--- src/rtl/ptrt_pkg.sv ---
// Shared constants and types for the periodic tick routine table.
package ptrt_pkg;

	localparam int SLOTS  = 8;
	localparam int IDX_W  = (SLOTS > 1) ? $clog2(SLOTS) : 1;
	localparam int CNT_W  = $clog2(SLOTS + 1);
	localparam int ID_W   = 8;
	localparam int PER_W  = 16;
	localparam int TICK_W = 32;

	localparam logic [1:0] OP_TICK = 2'd0;
	localparam logic [1:0] OP_ADD  = 2'd1;
	localparam logic [1:0] OP_DEL  = 2'd2;

	typedef struct packed {
		logic [ID_W-1:0]  routine;
		logic [PER_W-1:0] period;
		logic [PER_W-1:0] counter;
	} slot_t;

	localparam int SLOT_W = $bits(slot_t);

	typedef struct packed {
		logic report;
		logic match;
	} alu_flags_t;

endpackage

--- src/rtl/ptrt_ram.sv ---
// Generic single write port RAM with registered read.
module ptrt_ram #(
	parameter int WIDTH = 8,
	parameter int DEPTH = 8
) (
	input  logic                                         clk,
	input  logic                                         we,
	input  logic [((DEPTH > 1) ? $clog2(DEPTH) : 1)-1:0] waddr,
	input  logic [WIDTH-1:0]                             wdata,
	input  logic [((DEPTH > 1) ? $clog2(DEPTH) : 1)-1:0] raddr,
	output logic [WIDTH-1:0]                             rdata
);

	logic [WIDTH-1:0] mem_q [DEPTH];
	logic [WIDTH-1:0] rdata_q;

	always_ff @(posedge clk) begin
		if (we) begin
			mem_q[waddr] <= wdata;
		end
		rdata_q <= mem_q[raddr];
	end

	assign rdata = rdata_q;

endmodule

--- src/rtl/ptrt_slot_alu.sv ---
// Shared slot unit: counter decrement or reload, fire detect and id compare.
module ptrt_slot_alu (
	input  ptrt_pkg::slot_t                slot,
	input  logic [ptrt_pkg::ID_W-1:0]      key,
	output ptrt_pkg::slot_t                next_slot,
	output ptrt_pkg::alu_flags_t           flags
);
	import ptrt_pkg::*;

	logic expired;

	assign expired = (slot.counter == '0);

	always_comb begin
		next_slot         = slot;
		next_slot.counter = expired ? slot.period : slot.counter - PER_W'(1);
	end

	assign flags.report = expired && (slot.routine != '0);
	assign flags.match  = (slot.routine == key);

endmodule

--- src/rtl/periodic_tick_routine_table.sv ---
// Top level: periodic tick routine table with sequencer and output register.
//
//  channel | direction | handshake          | contents
//  s       | in        | s_tvalid/s_tready  | tdata: op, routine_id, period; tuser: single_step
//  m       | out       | m_tvalid/m_tready  | tdata: fired_id, done_ok, tick_count; tuser: fired
//  cfg     | in        | cfg_we             | cfg_wdata: run_enable
//
// Add writes its slot while idle. Delete and advancing tick visit each stored slot
// in a read then an execute state, set by the single slot RAM read port feeding
// the shared slot unit. Reset clears the slot count and tick count and sets run_enable
// to 1; slot contents stay unknown until written. No word is taken while a word is
// in progress; a stalled output register holds the sequencer before its next emit.
module periodic_tick_routine_table (
	input  logic        clk,
	input  logic        arst_n,
	input  logic        s_tvalid,
	output logic        s_tready,
	input  logic [31:0] s_tdata,   // [1:0] op, [9:2] routine_id, [25:10] period
	input  logic        s_tuser,   // [0] single_step
	output logic        m_tvalid,
	input  logic        m_tready,
	output logic [47:0] m_tdata,   // [7:0] fired_id, [8] done_ok, [40:9] tick_count
	output logic        m_tuser,   // [0] fired
	output logic        m_tlast,
	input  logic        cfg_we,
	input  logic        cfg_wdata  // run_enable
);
	import ptrt_pkg::*;

	typedef enum logic [3:0] {
		S_IDLE = 4'b0001,
		S_RD   = 4'b0010,
		S_EXE  = 4'b0100,
		S_FIN  = 4'b1000
	} state_t;

	state_t              state_q;
	logic [1:0]          op_q;
	logic [ID_W-1:0]     id_q;
	logic                run_q;
	logic [CNT_W-1:0]    cnt_q;
	logic [TICK_W-1:0]   tick_q;
	logic [IDX_W-1:0]    idx_q;
	logic                found_q;
	logic                ok_q;
	logic                pend_v_q;
	logic [ID_W-1:0]     pend_id_q;

	logic                m_valid_q;
	logic [ID_W-1:0]     out_id_q;
	logic                out_fired_q;
	logic                out_ok_q;
	logic                out_last_q;
	logic [TICK_W-1:0]   out_tick_q;

	logic [1:0]          in_op;
	logic [ID_W-1:0]     in_id;
	logic [PER_W-1:0]    in_per;

	logic                ram_we;
	logic [IDX_W-1:0]    ram_waddr;
	slot_t               ram_wdata;
	slot_t               ram_rdata;
	slot_t               alu_next;
	alu_flags_t          alu_flags;

	logic                out_free;
	logic                is_last;
	logic                exe_stall;
	logic                emit;
	logic [ID_W-1:0]     emit_id;
	logic                emit_fired;
	logic                emit_ok;
	logic                emit_last;

	assign in_op  = s_tdata[1:0];
	assign in_id  = s_tdata[9:2];
	assign in_per = s_tdata[25:10];

	assign out_free = !m_valid_q || m_tready;
	assign is_last  = (CNT_W'(idx_q) == (cnt_q - CNT_W'(1)));
	assign s_tready = (state_q == S_IDLE);

	ptrt_ram #(
		.WIDTH (SLOT_W),
		.DEPTH (SLOTS)
	) u_ram (
		.clk   (clk),
		.we    (ram_we),
		.waddr (ram_waddr),
		.wdata (ram_wdata),
		.raddr (idx_q),
		.rdata (ram_rdata)
	);

	ptrt_slot_alu u_alu (
		.slot      (ram_rdata),
		.key       (id_q),
		.next_slot (alu_next),
		.flags     (alu_flags)
	);

	always_comb begin
		ram_we     = 1'b0;
		ram_waddr  = idx_q;
		ram_wdata  = ram_rdata;
		exe_stall  = 1'b0;
		emit       = 1'b0;
		emit_id    = '0;
		emit_fired = 1'b0;
		emit_ok    = 1'b0;
		emit_last  = 1'b0;
		case (state_q)
			S_IDLE: begin
				if (s_tvalid && in_op == OP_ADD && cnt_q < CNT_W'(SLOTS)) begin
					ram_we    = 1'b1;
					ram_waddr = IDX_W'(cnt_q);
					ram_wdata = '{routine: in_id, period: in_per, counter: in_per};
				end
			end
			S_EXE: begin
				if (op_q == OP_TICK) begin
					exe_stall = alu_flags.report && pend_v_q && !out_free;
					if (!exe_stall) begin
						ram_we    = 1'b1;
						ram_wdata = alu_next;
						// previous fire is not the final one
						emit       = alu_flags.report && pend_v_q;
						emit_id    = pend_id_q;
						emit_fired = 1'b1;
						emit_ok    = 1'b1;
					end
				end else if (found_q) begin
					ram_we    = 1'b1;
					ram_waddr = idx_q - IDX_W'(1);
				end
			end
			S_FIN: begin
				if (out_free) begin
					emit       = 1'b1;
					emit_id    = pend_v_q ? pend_id_q : '0;
					emit_fired = pend_v_q;
					emit_ok    = ok_q;
					emit_last  = 1'b1;
				end
			end
			default: begin
			end
		endcase
	end

	always_ff @(posedge clk or negedge arst_n) begin
		if (!arst_n) begin
			state_q   <= S_IDLE;
			op_q      <= OP_TICK;
			run_q     <= 1'b1;
			cnt_q     <= '0;
			tick_q    <= '0;
			idx_q     <= '0;
			found_q   <= 1'b0;
			ok_q      <= 1'b0;
			pend_v_q  <= 1'b0;
			m_valid_q <= 1'b0;
		end else begin
			if (cfg_we) begin
				run_q <= cfg_wdata;
			end
			if (emit) begin
				m_valid_q <= 1'b1;
			end else if (m_tready) begin
				m_valid_q <= 1'b0;
			end
			case (state_q)
				S_IDLE: begin
					if (s_tvalid) begin
						op_q     <= in_op;
						idx_q    <= '0;
						found_q  <= 1'b0;
						pend_v_q <= 1'b0;
						ok_q     <= 1'b0;
						state_q  <= S_FIN;
						case (in_op)
							OP_ADD: begin
								if (cnt_q < CNT_W'(SLOTS)) begin
									cnt_q <= cnt_q + CNT_W'(1);
									ok_q  <= 1'b1;
								end
							end
							OP_DEL: begin
								if (cnt_q != '0) begin
									state_q <= S_RD;
								end
							end
							OP_TICK: begin
								if (run_q || s_tuser) begin
									tick_q <= tick_q + TICK_W'(1);
									ok_q   <= 1'b1;
									if (cnt_q != '0) begin
										state_q <= S_RD;
									end
								end
							end
							default: begin
							end
						endcase
					end
				end
				S_RD: begin
					state_q <= S_EXE;
				end
				S_EXE: begin
					if (!exe_stall) begin
						if (op_q == OP_TICK) begin
							if (alu_flags.report) begin
								pend_v_q  <= 1'b1;
								pend_id_q <= ram_rdata.routine;
							end
						end else if (!found_q && alu_flags.match) begin
							found_q <= 1'b1;
							ok_q    <= 1'b1;
						end
						if (is_last) begin
							if (op_q == OP_DEL && (found_q || alu_flags.match)) begin
								cnt_q <= cnt_q - CNT_W'(1);
							end
							state_q <= S_FIN;
						end else begin
							idx_q   <= idx_q + IDX_W'(1);
							state_q <= S_RD;
						end
					end
				end
				S_FIN: begin
					if (out_free) begin
						state_q <= S_IDLE;
					end
				end
				default: begin
					state_q <= S_IDLE;
				end
			endcase
		end
	end

	always_ff @(posedge clk) begin
		if (state_q == S_IDLE && s_tvalid) begin
			id_q <= in_id;
		end
		if (emit) begin
			out_id_q    <= emit_id;
			out_fired_q <= emit_fired;
			out_ok_q    <= emit_ok;
			out_last_q  <= emit_last;
			out_tick_q  <= tick_q;
		end
	end

	assign m_tvalid = m_valid_q;
	assign m_tdata  = {7'd0, out_tick_q, out_ok_q, out_id_q};
	assign m_tuser  = out_fired_q;
	assign m_tlast  = out_last_q;

	a_cnt_bound: assert property (@(posedge clk) disable iff (!arst_n)
		cnt_q <= CNT_W'(SLOTS))
		else $error("slot count beyond table size");

	a_idx_in_range: assert property (@(posedge clk) disable iff (!arst_n)
		(state_q == S_RD || state_q == S_EXE) |-> (CNT_W'(idx_q) < cnt_q))
		else $error("slot index past filled entries");

	a_pend_tick_only: assert property (@(posedge clk) disable iff (!arst_n)
		pend_v_q |-> (op_q == OP_TICK))
		else $error("pending fire outside a tick");

	a_fin_emits_last: assert property (@(posedge clk) disable iff (!arst_n)
		(state_q == S_FIN && out_free) |=> (m_tvalid && m_tlast && state_q == S_IDLE))
		else $error("final word not issued on leaving finish");

	a_tick_moves_once: assert property (@(posedge clk) disable iff (!arst_n)
		(state_q != S_IDLE) |=> $stable(tick_q))
		else $error("tick count changed mid word");

endmodule

--- config.mk ---
export PLATFORM = sky130hd
export DESIGN_NAME = periodic_tick_routine_table
export DESIGN_NICKNAME = d
export VERILOG_FILES = /design/src/rtl/ptrt_pkg.sv /design/src/rtl/ptrt_ram.sv /design/src/rtl/ptrt_slot_alu.sv /design/src/rtl/periodic_tick_routine_table.sv
export SDC_FILE = /design/constraint.sdc
export NUM_CORES = 1
export LEC_CHECK = 0
export CORE_ASPECT_RATIO = 2
export CORE_MARGIN = 2
export CORE_UTILIZATION = 60
export DETAILED_ROUTE_END_ITERATION = 10
export DONT_BUFFER_PORTS = 1
export PLACE_DENSITY = 0.76
export SYNTH_ARGS = -nofsm -noshare
export SYNTH_HDL_FRONTEND = slang
export SYNTH_SLANG_ARGS = --single-unit
--- constraint.sdc ---
create_clock -name clk -period 10.1 [get_ports clk]
set_clock_uncertainty 0.15 [all_clocks]
set_input_delay 3.03 -clock clk [delete_from_list [all_inputs] [get_ports clk]]
set_output_delay 3.03 -clock clk [all_outputs]
set_load 0.005 [all_outputs]
==> impl_metrics.tcl, run 1 <==
set metrics [dict create \
    status "finished, final reports clean" \
    clk_path_buf_depth 3 \
    pre_cts_slack_ns 3.17 \
    end_kind "register" \
    cts-htree-levels 2 \
    diodes 0 \
    max_stage_delay_ns 0.82 \
    io_buffers 0 \
    cts.clk_slew.worst_paths_ns 0.07 \
    clk-insertion-delay-late_ns 0.55 \
    first_pass_iters 5 \
    worstHoldPathType "reg2reg" \
    cp-startpoint "s_tdata[1]" \
    worst_pin_slew_ns 1.24 \
    ys_warn_count 0 \
    rsz0062_at_grt "false" \
    ant_nets 0 \
    worstHoldPathCells 1 \
    area.sequential_um2 13400 \
    period_minus_slack_ns 6.43 \
    drt-wirelength-per-cell_um 24.8 \
    antenna_found_initial 0 \
    crit_path_start_kind "input port" \
    cts_hold_buf 0 \
    dp.cells 1413 \
    vias 9575 \
    drv_slew 0 \
    hold_start "tick_q[31]" \
    maxCapViolations 0 \
    multi_input_area_um2 4890 \
    setup_violations 0 \
    crit_fanout 21 \
    worst_r2r_path_depth 8 \
    nets 1132 \
    yosysUniqueCellTypes 67 \
    place_hpwl_um 21300 \
    grt_pass1_vias 9975 \
    final_core_util_pct 67.1 \
    io-pin-count 91 \
    cts_resized 0 \
    swShare_pct 24.1 \
    layout_setup_ws_ns 3.67 \
    power_frac_clock_pct 35.2 \
    internal_power_mw 3.50 \
    grt_pass1_wl_um 57000 \
    fill_cells 1941 \
    arrival_ns 6.49 \
    crit_chain "nor3b_1 > nand3_1 > and2_1 > a221oi_1 > nand2_1 > nor2_4 > buf_4" \
    viasPerCell 6.45 \
    synth-edff-count 379 \
    rows 90 \
    cp_slowest_cell "nand3_1" \
    synth_cells 1071 \
    cp.required_ns 10.15 \
    synthFlopType "edfxtp_1" \
    max_slew_margin_pct 17.4 \
    leakagePower_nw 6.74 \
    drive_gt1_share_pct 19.9 \
    path_class "in2reg" \
    drcViolationCount 0 \
    reg2reg_from "state_q[0]" \
    pwr-share-comb_pct 11.8 \
    grt_max_degree 52 \
    syn_area_per_cell_um2 17.3 \
    cts_buffers 39 \
    routed_wl_um 36800 \
    core_area_um2 30300 \
    postCtsSetupBuffers 0 \
    synth-seq-area-share_pct 72.7 \
    area_delta_synth_final_pct 10.0 \
    initial_core_util_pct 61.0 \
    switchingPower_mw 1.11 \
    p_per_area_nw_per_um2 227 \
    die_w_um 128 \
    synth-seq-cells 469 \
    grtUsageTotal_pct 23.7 \
    sequentialPowerShare_pct 53.0 \
    synth.cell_area_um2 18500 \
    cts_root_buf "clkbuf_16" \
    max_freq_mhz 155 \
    path_buf_inv 1 \
    grt-ovfl-total 0 \
    drtIter0Drc 876 \
    place.gp.congestion 0.807 \
    chipHeight_um 252 \
    cts_num_sinks 469 \
    cts_tree "done" \
    final_cells 1485 \
    synthArstFlopShare_pct 10.7 \
    finalHoldViolCount 0 \
    worstSetupPathDepth 7 \
    fin_crit_sh_pct 63.7 \
    die-area_um2 32300 \
    crit_family "simple AND/OR/NAND/NOR gates" \
    peakVddDrop_v 0.000206 \
    setup_tns_ns 0 \
]
==> synthesized netlist by cell type, drive strengths merged (14+ instances only) <==
| cell type | n | area share, % |
|---|---|---|
| xnor2 | 30 | 1.4 |
| nor2 | 46 | 1.0 |
| mux2 | 42 | 2.6 |
| edfxtp | 379 | 62 |
| dfxtp | 40 | 4.3 |
| nor3 | 15 | 0.43 |
| xor2 | 14 | 0.66 |
| buf | 20 | 0.63 |
| nand2 | 112 | 2.3 |
| a21oi | 19 | 0.51 |
| and2 | 14 | 0.47 |
| dfrtp | 48 | 6.5 |
| clkbuf | 26 | 0.53 |
| nand3 | 29 | 0.81 |
| mux4 | 80 | 9.7 |
==> routing by layer <==
layer  GRT usage, %  part of all wire (%)
met1           28.0                    37
met2           42.6                    54
met3           4.09                   5.6
met4           9.73                   3.7
met5              0                     0
==> worst register-to-register path: cells and delay by family (launching register included) <==
family / cells / cell delay, ns
flip-flops: 1 / 0.61
AND/OR/NAND/NOR: 5 / 2.64
AO/OA/AOI/OAI: 1 / 0.41
buffers and inverters: 2 / 0.64
==> power by group through the flow <==
stage / clock [mW] / combinational, mW / sequential, mW
finish: 1.62 / 0.544 / 2.44
global placement: 0 / 0.521 / 2.48
floorplan: 0 / 0.444 / 2.41
CTS: 1.65 / 0.546 / 2.44
detailed placement: 0 / 0.541 / 2.48
global route: 1.72 / 0.597 / 2.46
==> final cells by class <==
type	count	share of cell area, %
repair buffers	14	0.517
inverters	11	0.203
clock buffers	53	5.46
multi-input cells	551	24.0
well taps	368	2.26
flip-flops and latches	469	66.1
clock inverters	19	1.40
==> worst paths after layout <==
path / to / slack, ns
max: u_ram.mem_q[0][38] / 3.67
min: tick_q[31] / 0.32
max reg2reg: u_ram.mem_q[0][38] / 5.29
min reg2reg: tick_q[31] / 0.32
max in group asynchronous: run_q / 7.57
min in group asynchronous: tick_q[23] / 2.02
==> through the flow <==
stage / total power [mW] / hold WS, ns / area [um2]
after floorplan: 2.86 / 0.291 / 18500
after global placement: 3.00 / 0.307 / 18900
after detailed placement: 3.02 / 0.304 / 18900
after CTS: 4.63 / 0.327 / 20300
after global routing: 4.77 / 0.349 / 20300
final: 4.61 / 0.319 / 20300
==> cells by family after synthesis <==
family          synth area share, %
buf+inv                        1.38
simple gates                   7.65
fa+ha+maj                     0.474
flops                          72.7
other cells                  0.0203
xor+xnor                       2.09
mux                            12.5
compound gates                 3.17
==> sequential cells by signal (all words and copies together) (netlist names), 2 cells and up <==
register     cells
pend_id_q        8
op_q             2
cnt_q            4
out_tick_q      32
idx_q            3
state_q          4
out_id_q         8
tick_q          32
u_ram.rdata     40
id_q             8
u_ram.mem_q    320
==> layout by cell type, fill, tap and decap left out, types with 5 or more instances in the layout <==
cell | Yosys | layout
nand2b_1 | 6 | 6
o21ai_0 | 10 | 10
bufinv_16 | 0 | 7
clkbuf_1 | 26 | 8
xnor2_1 | 30 | 30
nand2_1 | 112 | 112
nor3_1 | 14 | 14
nor4_1 | 9 | 9
and3_1 | 11 | 11
nor2_4 | 1 | 10
conb_1 | 1 | 7
dfxtp_1 | 40 | 40
mux4_2 | 80 | 80
buf_4 | 8 | 14
o211ai_1 | 12 | 12
nand3b_1 | 5 | 5
dfrtp_1 | 48 | 45
nor2_1 | 43 | 34
edfxtp_1 | 379 | 379
ha_1 | 7 | 7
and2_1 | 14 | 14
inv_1 | 9 | 9
clkinv_1 | 0 | 5
nor3b_1 | 6 | 6
mux2_2 | 42 | 42
a21oi_1 | 19 | 19
xor2_1 | 14 | 14
clkbuf_16 | 0 | 41
nand3_1 | 28 | 28
and4_1 | 8 | 8
nand4_1 | 8 | 8
Power figures use the tool's default switching activity.
==> run 2: changes to the inputs <==
CORE_UTILIZATION = 57   (was 60)
PLACE_DENSITY = 0.75   (was 0.76)
clock period = 5.9 ns   (was 10.1 ns; I/O delays follow)
==> impl_metrics.tcl, run 2 (synthesis results as in run 1) <==
set metrics [dict create \
    end_kind "register" \
    clk_path_buf_depth 3 \
    postCtsSetupBuffers 0 \
    leakagePower_nw 6.74 \
    cts-htree-levels 2 \
    core_area_um2 32100 \
    cts_root_buf "clkbuf_16" \
    cts_tree "done" \
    grt_pass1_vias 10149 \
    fill_cells 2241 \
    drive_gt1_share_pct 20.5 \
    viasPerCell 6.16 \
    top_layer_used "met4" \
    grtUsageTotal_pct 22.3 \
    grt_max_degree 60 \
    multi_input_area_um2 4890 \
    setup_violations 0 \
    worstHoldPathType "reg2reg" \
    final_cell_mix "379 x edfxtp_1, 112 x nand2_1, 80 x mux4_2, 45 x dfrtp_1, 42 x mux2_2" \
    swShare_pct 25.0 \
    top_register "u_ram.mem_q" \
    cts_hold_buf 0 \
    power_frac_clock_pct 33.5 \
    largest_register_ff_count 320 \
    cts.clk_slew.worst_paths_ns 0.07 \
    crit_fanout 25 \
    drv_slew 0 \
    dr_wl_met2_um 19900 \
    m1WireLength_um 13400 \
    die-area_um2 34000 \
    period_minus_slack_ns 4.13 \
    place_hpwl_um 22700 \
    area_delta_synth_final_pct 10.4 \
    clk-insertion-delay-late_ns 0.55 \
    status "finished, final reports clean" \
    placed_cell_area_um2 19100 \
    grt-ovfl-total 0 \
    chipHeight_um 259 \
    maxCapViolations 0 \
    max_freq_mhz 242 \
    switchingPower_mw 1.92 \
    io_buffers 0 \
    area.sequential_um2 13400 \
    setup_tns_ns 0 \
    grt_pass1_wl_um 57500 \
    routed_wl_um 37300 \
    rows 93 \
    arrival_ns 4.23 \
    max_slew_margin_pct 21.1 \
    sequentialPowerShare_pct 54.3 \
    fin_crit_sh_pct 70.1 \
    antenna_found_initial 1 \
    ant_nets 0 \
    met3_length_um 2270 \
    place.gp.congestion 0.828 \
    rsz0062_at_grt "false" \
    crit_path_start_kind "input port" \
    cts_resized 0 \
    pwr-share-comb_pct 12.2 \
    cts_num_sinks 469 \
    drtIter0Drc 831 \
    vias 9568 \
    cts_buffers 40 \
    final_common_cell "edfxtp_1" \
    die_w_um 131 \
    drcViolationCount 0 \
    worst_pin_slew_ns 1.18 \
    path_class "in2reg" \
    internal_power_mw 5.78 \
    p_per_area_nw_per_um2 378 \
    drt-wirelength-per-cell_um 24.0 \
    initial_core_util_pct 57.5 \
    final_core_util_pct 63.5 \
    io-pin-count 91 \
    nets 1142 \
    reg2reg_slack_ns 2.09 \
    stdcell_area_um2 20400 \
    peakVddDrop_v 0.000279 \
    first_pass_iters 5 \
    cp.required_ns 5.99 \
    finalHoldViolCount 0 \
]
[run 2: cell count changes in the layout (fill, tap and decap cells not counted), moves of 2 or more]
cell       before  now
buf_4          14   20
bufinv_16       7    2
buf_12          0    3
clkbuf_8        4    6
[run 2: final cells by class]
type | instances | area share (%)
Multi-Input combinational cell | 551 | 24.0
Antenna cell | 1 | 0.0123
Clock buffer | 54 | 5.46
Tap cell | 427 | 2.62
Clock inverter | 18 | 0.791
Sequential cell | 469 | 65.9
Timing Repair Buffer | 23 | 1.03
Inverter | 11 | 0.202
[run 2: critical path, cell delays in order]
cell,delay (ns)
nor3b_1,0.34
nand3_1,0.13
buf_4,0.25
and2_1,0.20
a221oi_1,0.39
nand2_1,0.23
nor2_4,0.59
buf_12,0.29
[run 2: power groups by stage]
stage	Clock [mW]	Sequential [mW]	Combinational, mW
after floorplan	0	4.13	0.759
after global placement	0	4.24	0.904
after global routing	2.74	4.21	1.03
after CTS	2.62	4.18	0.947
final	2.58	4.18	0.939
after detailed placement	0	4.25	0.940
[run 2: through the flow]
step	total power [mW]	std cells	hold slack [ns]	worst slack [ns]
finish	7.70	1554	0.327	1.77
detailed placement	5.19	1481	0.313	1.19
global route	7.98	1554	0.338	1.60
global placement	5.15	1481	0.306	1.21
floorplan	4.89	1077	0.291	0.686
CTS	7.75	1553	0.335	1.76
[run 2: routing by layer]
layer,global-route usage [%],up-vias
li1,-,4202
met1,25.0,4888
met2,39.9,353
met3,4.68,125
met4,12.3,0
met5,0,-
[run 2: final timing paths]
path | depth (start not counted) | startpoint | to
setup reg to reg | 9 | state_q[0] | u_ram.mem_q[0][25]
hold / removal | 1 | tick_q[31] | tick_q[31]
hold reg to reg | 1 | tick_q[31] | tick_q[31]
max in group asynchronous | 0 | arst_n | run_q
setup / recovery | 8 | s_tdata[1] | u_ram.mem_q[0][25]
min in group asynchronous | 0 | arst_n | pend_v_q
==> run 3: changes to the inputs <==
CORE_UTILIZATION = 60   (was 57)
PLACE_DENSITY = 0.76   (was 0.75)
clock period = 4.3 ns   (was 5.9 ns; I/O delays follow)
==> impl_metrics.tcl, run 3 (synthesis results as in run 1) <==
set metrics [dict create \
    status "finished, final reports clean" \
    area.sequential_um2 13400 \
    core_area_um2 30300 \
    drv_slew 0 \
    nets 1155 \
    drcViolationCount 0 \
    final_common_cell "edfxtp_1" \
    cts_root_buf "clkbuf_16" \
    grt_pass1_wl_um 56100 \
    leakagePower_nw 6.85 \
    fill_cells 1908 \
    rsz0062_at_grt "false" \
    ant_nets 0 \
    path_class "reg2reg" \
    setup_violations 0 \
    area_delta_synth_final_pct 11.1 \
    viasPerCell 6.36 \
    die-area_um2 32300 \
    grtUsageTotal_pct 23.3 \
    multi_input_area_um2 4890 \
    max_slew_margin_pct 23.9 \
    chipHeight_um 252 \
    worst_pin_slew_ns 1.14 \
    place.gp.congestion 0.831 \
    cts_hold_buf 0 \
    worstHoldPathType "in2async" \
    cp_slowest_cell "nor2_4" \
    rows 90 \
    routed_wl_um 36500 \
    clk_path_buf_depth 3 \
    m1WireLength_um 13000 \
    top_register "u_ram.mem_q" \
    diodes 0 \
    final_core_util_pct 67.8 \
    grt_pass1_vias 9885 \
    placed_cell_area_um2 19100 \
    holdWs_ns 0.285 \
    final_cell_mix "379 x edfxtp_1, 112 x nand2_1, 80 x mux4_2, 45 x dfrtp_1, 42 x mux2_2" \
    clk-insertion-delay-late_ns 0.55 \
    setup_tns_ns 0 \
    end_kind "register" \
    cts_buffers 40 \
    cp.required_ns 4.38 \
    cts.clk_slew.worst_paths_ns 0.07 \
    place_hpwl_um 22500 \
    cts-htree-levels 2 \
    die_w_um 128 \
    arrival_ns 3.96 \
    grt_max_degree 52 \
    io-pin-count 91 \
    drt-wirelength-per-cell_um 24.2 \
    drtIter0Drc 684 \
    max_freq_mhz 258 \
    cts_tree "done" \
    largest_register_ff_count 320 \
    fin_crit_sh_pct 90.1 \
    top_layer_used "met4" \
    antenna_found_initial 0 \
    peakVddDrop_v 0.000392 \
    met3_length_um 2340 \
    period_minus_slack_ns 3.87 \
    vias 9586 \
    postCtsSetupBuffers 0 \
    crit_chain "or4b_4 > inv_2 > nand3_1 > and2_1 > a221oi_1 > nand2b_1 > nor2_4 > buf_4" \
    crit_path_start_kind "register" \
    dr_wl_met2_um 19900 \
    finalHoldViolCount 0 \
    maxCapViolations 0 \
    stdcell_area_um2 20500 \
    crit_fanout 29 \
    cts_resized 0 \
    total_power_mw 10.9 \
    drive_gt1_share_pct 21.5 \
    cts_num_sinks 469 \
    max_stage_delay_ns 0.88 \
    grt-ovfl-total 0 \
    io_buffers 0 \
    p_per_area_nw_per_um2 531 \
    initial_core_util_pct 61.0 \
    first_pass_iters 6 \
]
==> run 3: critical path: cells and delay by family (launching register included) <==
family / cells / cell delay, ns
AND/OR/NAND/NOR: 5 / 1.93
flip-flops: 1 / 0.61
buffers and inverters: 2 / 0.54
AO/OA/AOI/OAI: 1 / 0.33
==> run 3: routing by layer <==
layer	up-vias	global-route usage, %
met2	370	42.3
met1	4896	27.1
met4	0	8.79
met5	-	0
met3	87	4.61
li1	4233	-
==> run 3: worst paths after layout <==
| path | start | endpoint | slack, ns | cells after the start |
|---|---|---|---|---|
| worst max-delay path | state_q[0] | u_ram.mem_q[4][12] | 0.43 | 8 |
| worst min-delay path | arst_n | tick_q[21] | 0.29 | 0 |
| worst max register to register | state_q[0] | u_ram.mem_q[4][12] | 0.43 | 8 |
| worst min register to register | tick_q[31] | tick_q[31] | 0.32 | 1 |
| max in group asynchronous | arst_n | run_q | 3.52 | 0 |
| min in group clk | tick_q[31] | tick_q[31] | 0.32 | 1 |
==> run 3: report_power, final <==
part	leakage [nW]	internal, mW	switching [mW]	total [mW]
sequential	4.41	5.43	0.244	5.68
combinational	1.76	0.558	0.804	1.36
clock	0.679	2.26	1.61	3.86
total	6.85	8.25	2.66	10.9
==> run 3: final cells by class <==
class | count | area share [%]
sequential | 469 | 65.5
multi-input combinational | 551 | 23.8
clock buffer | 49 | 5.14
tap | 368 | 2.24
clock inverter | 24 | 1.76
timing repair buffer | 36 | 1.38
inverter | 11 | 0.201
==> run 3: per-stage QoR <==
| stage | instances | worst slack, ns |
|---|---|---|
| after floorplan | 1077 | -0.434 |
| after global routing | 1508 | 0.170 |
| final | 1508 | 0.425 |
| after global placement | 1435 | 0.103 |
| after detailed placement | 1435 | 0.0313 |
| after CTS | 1508 | 0.380 |
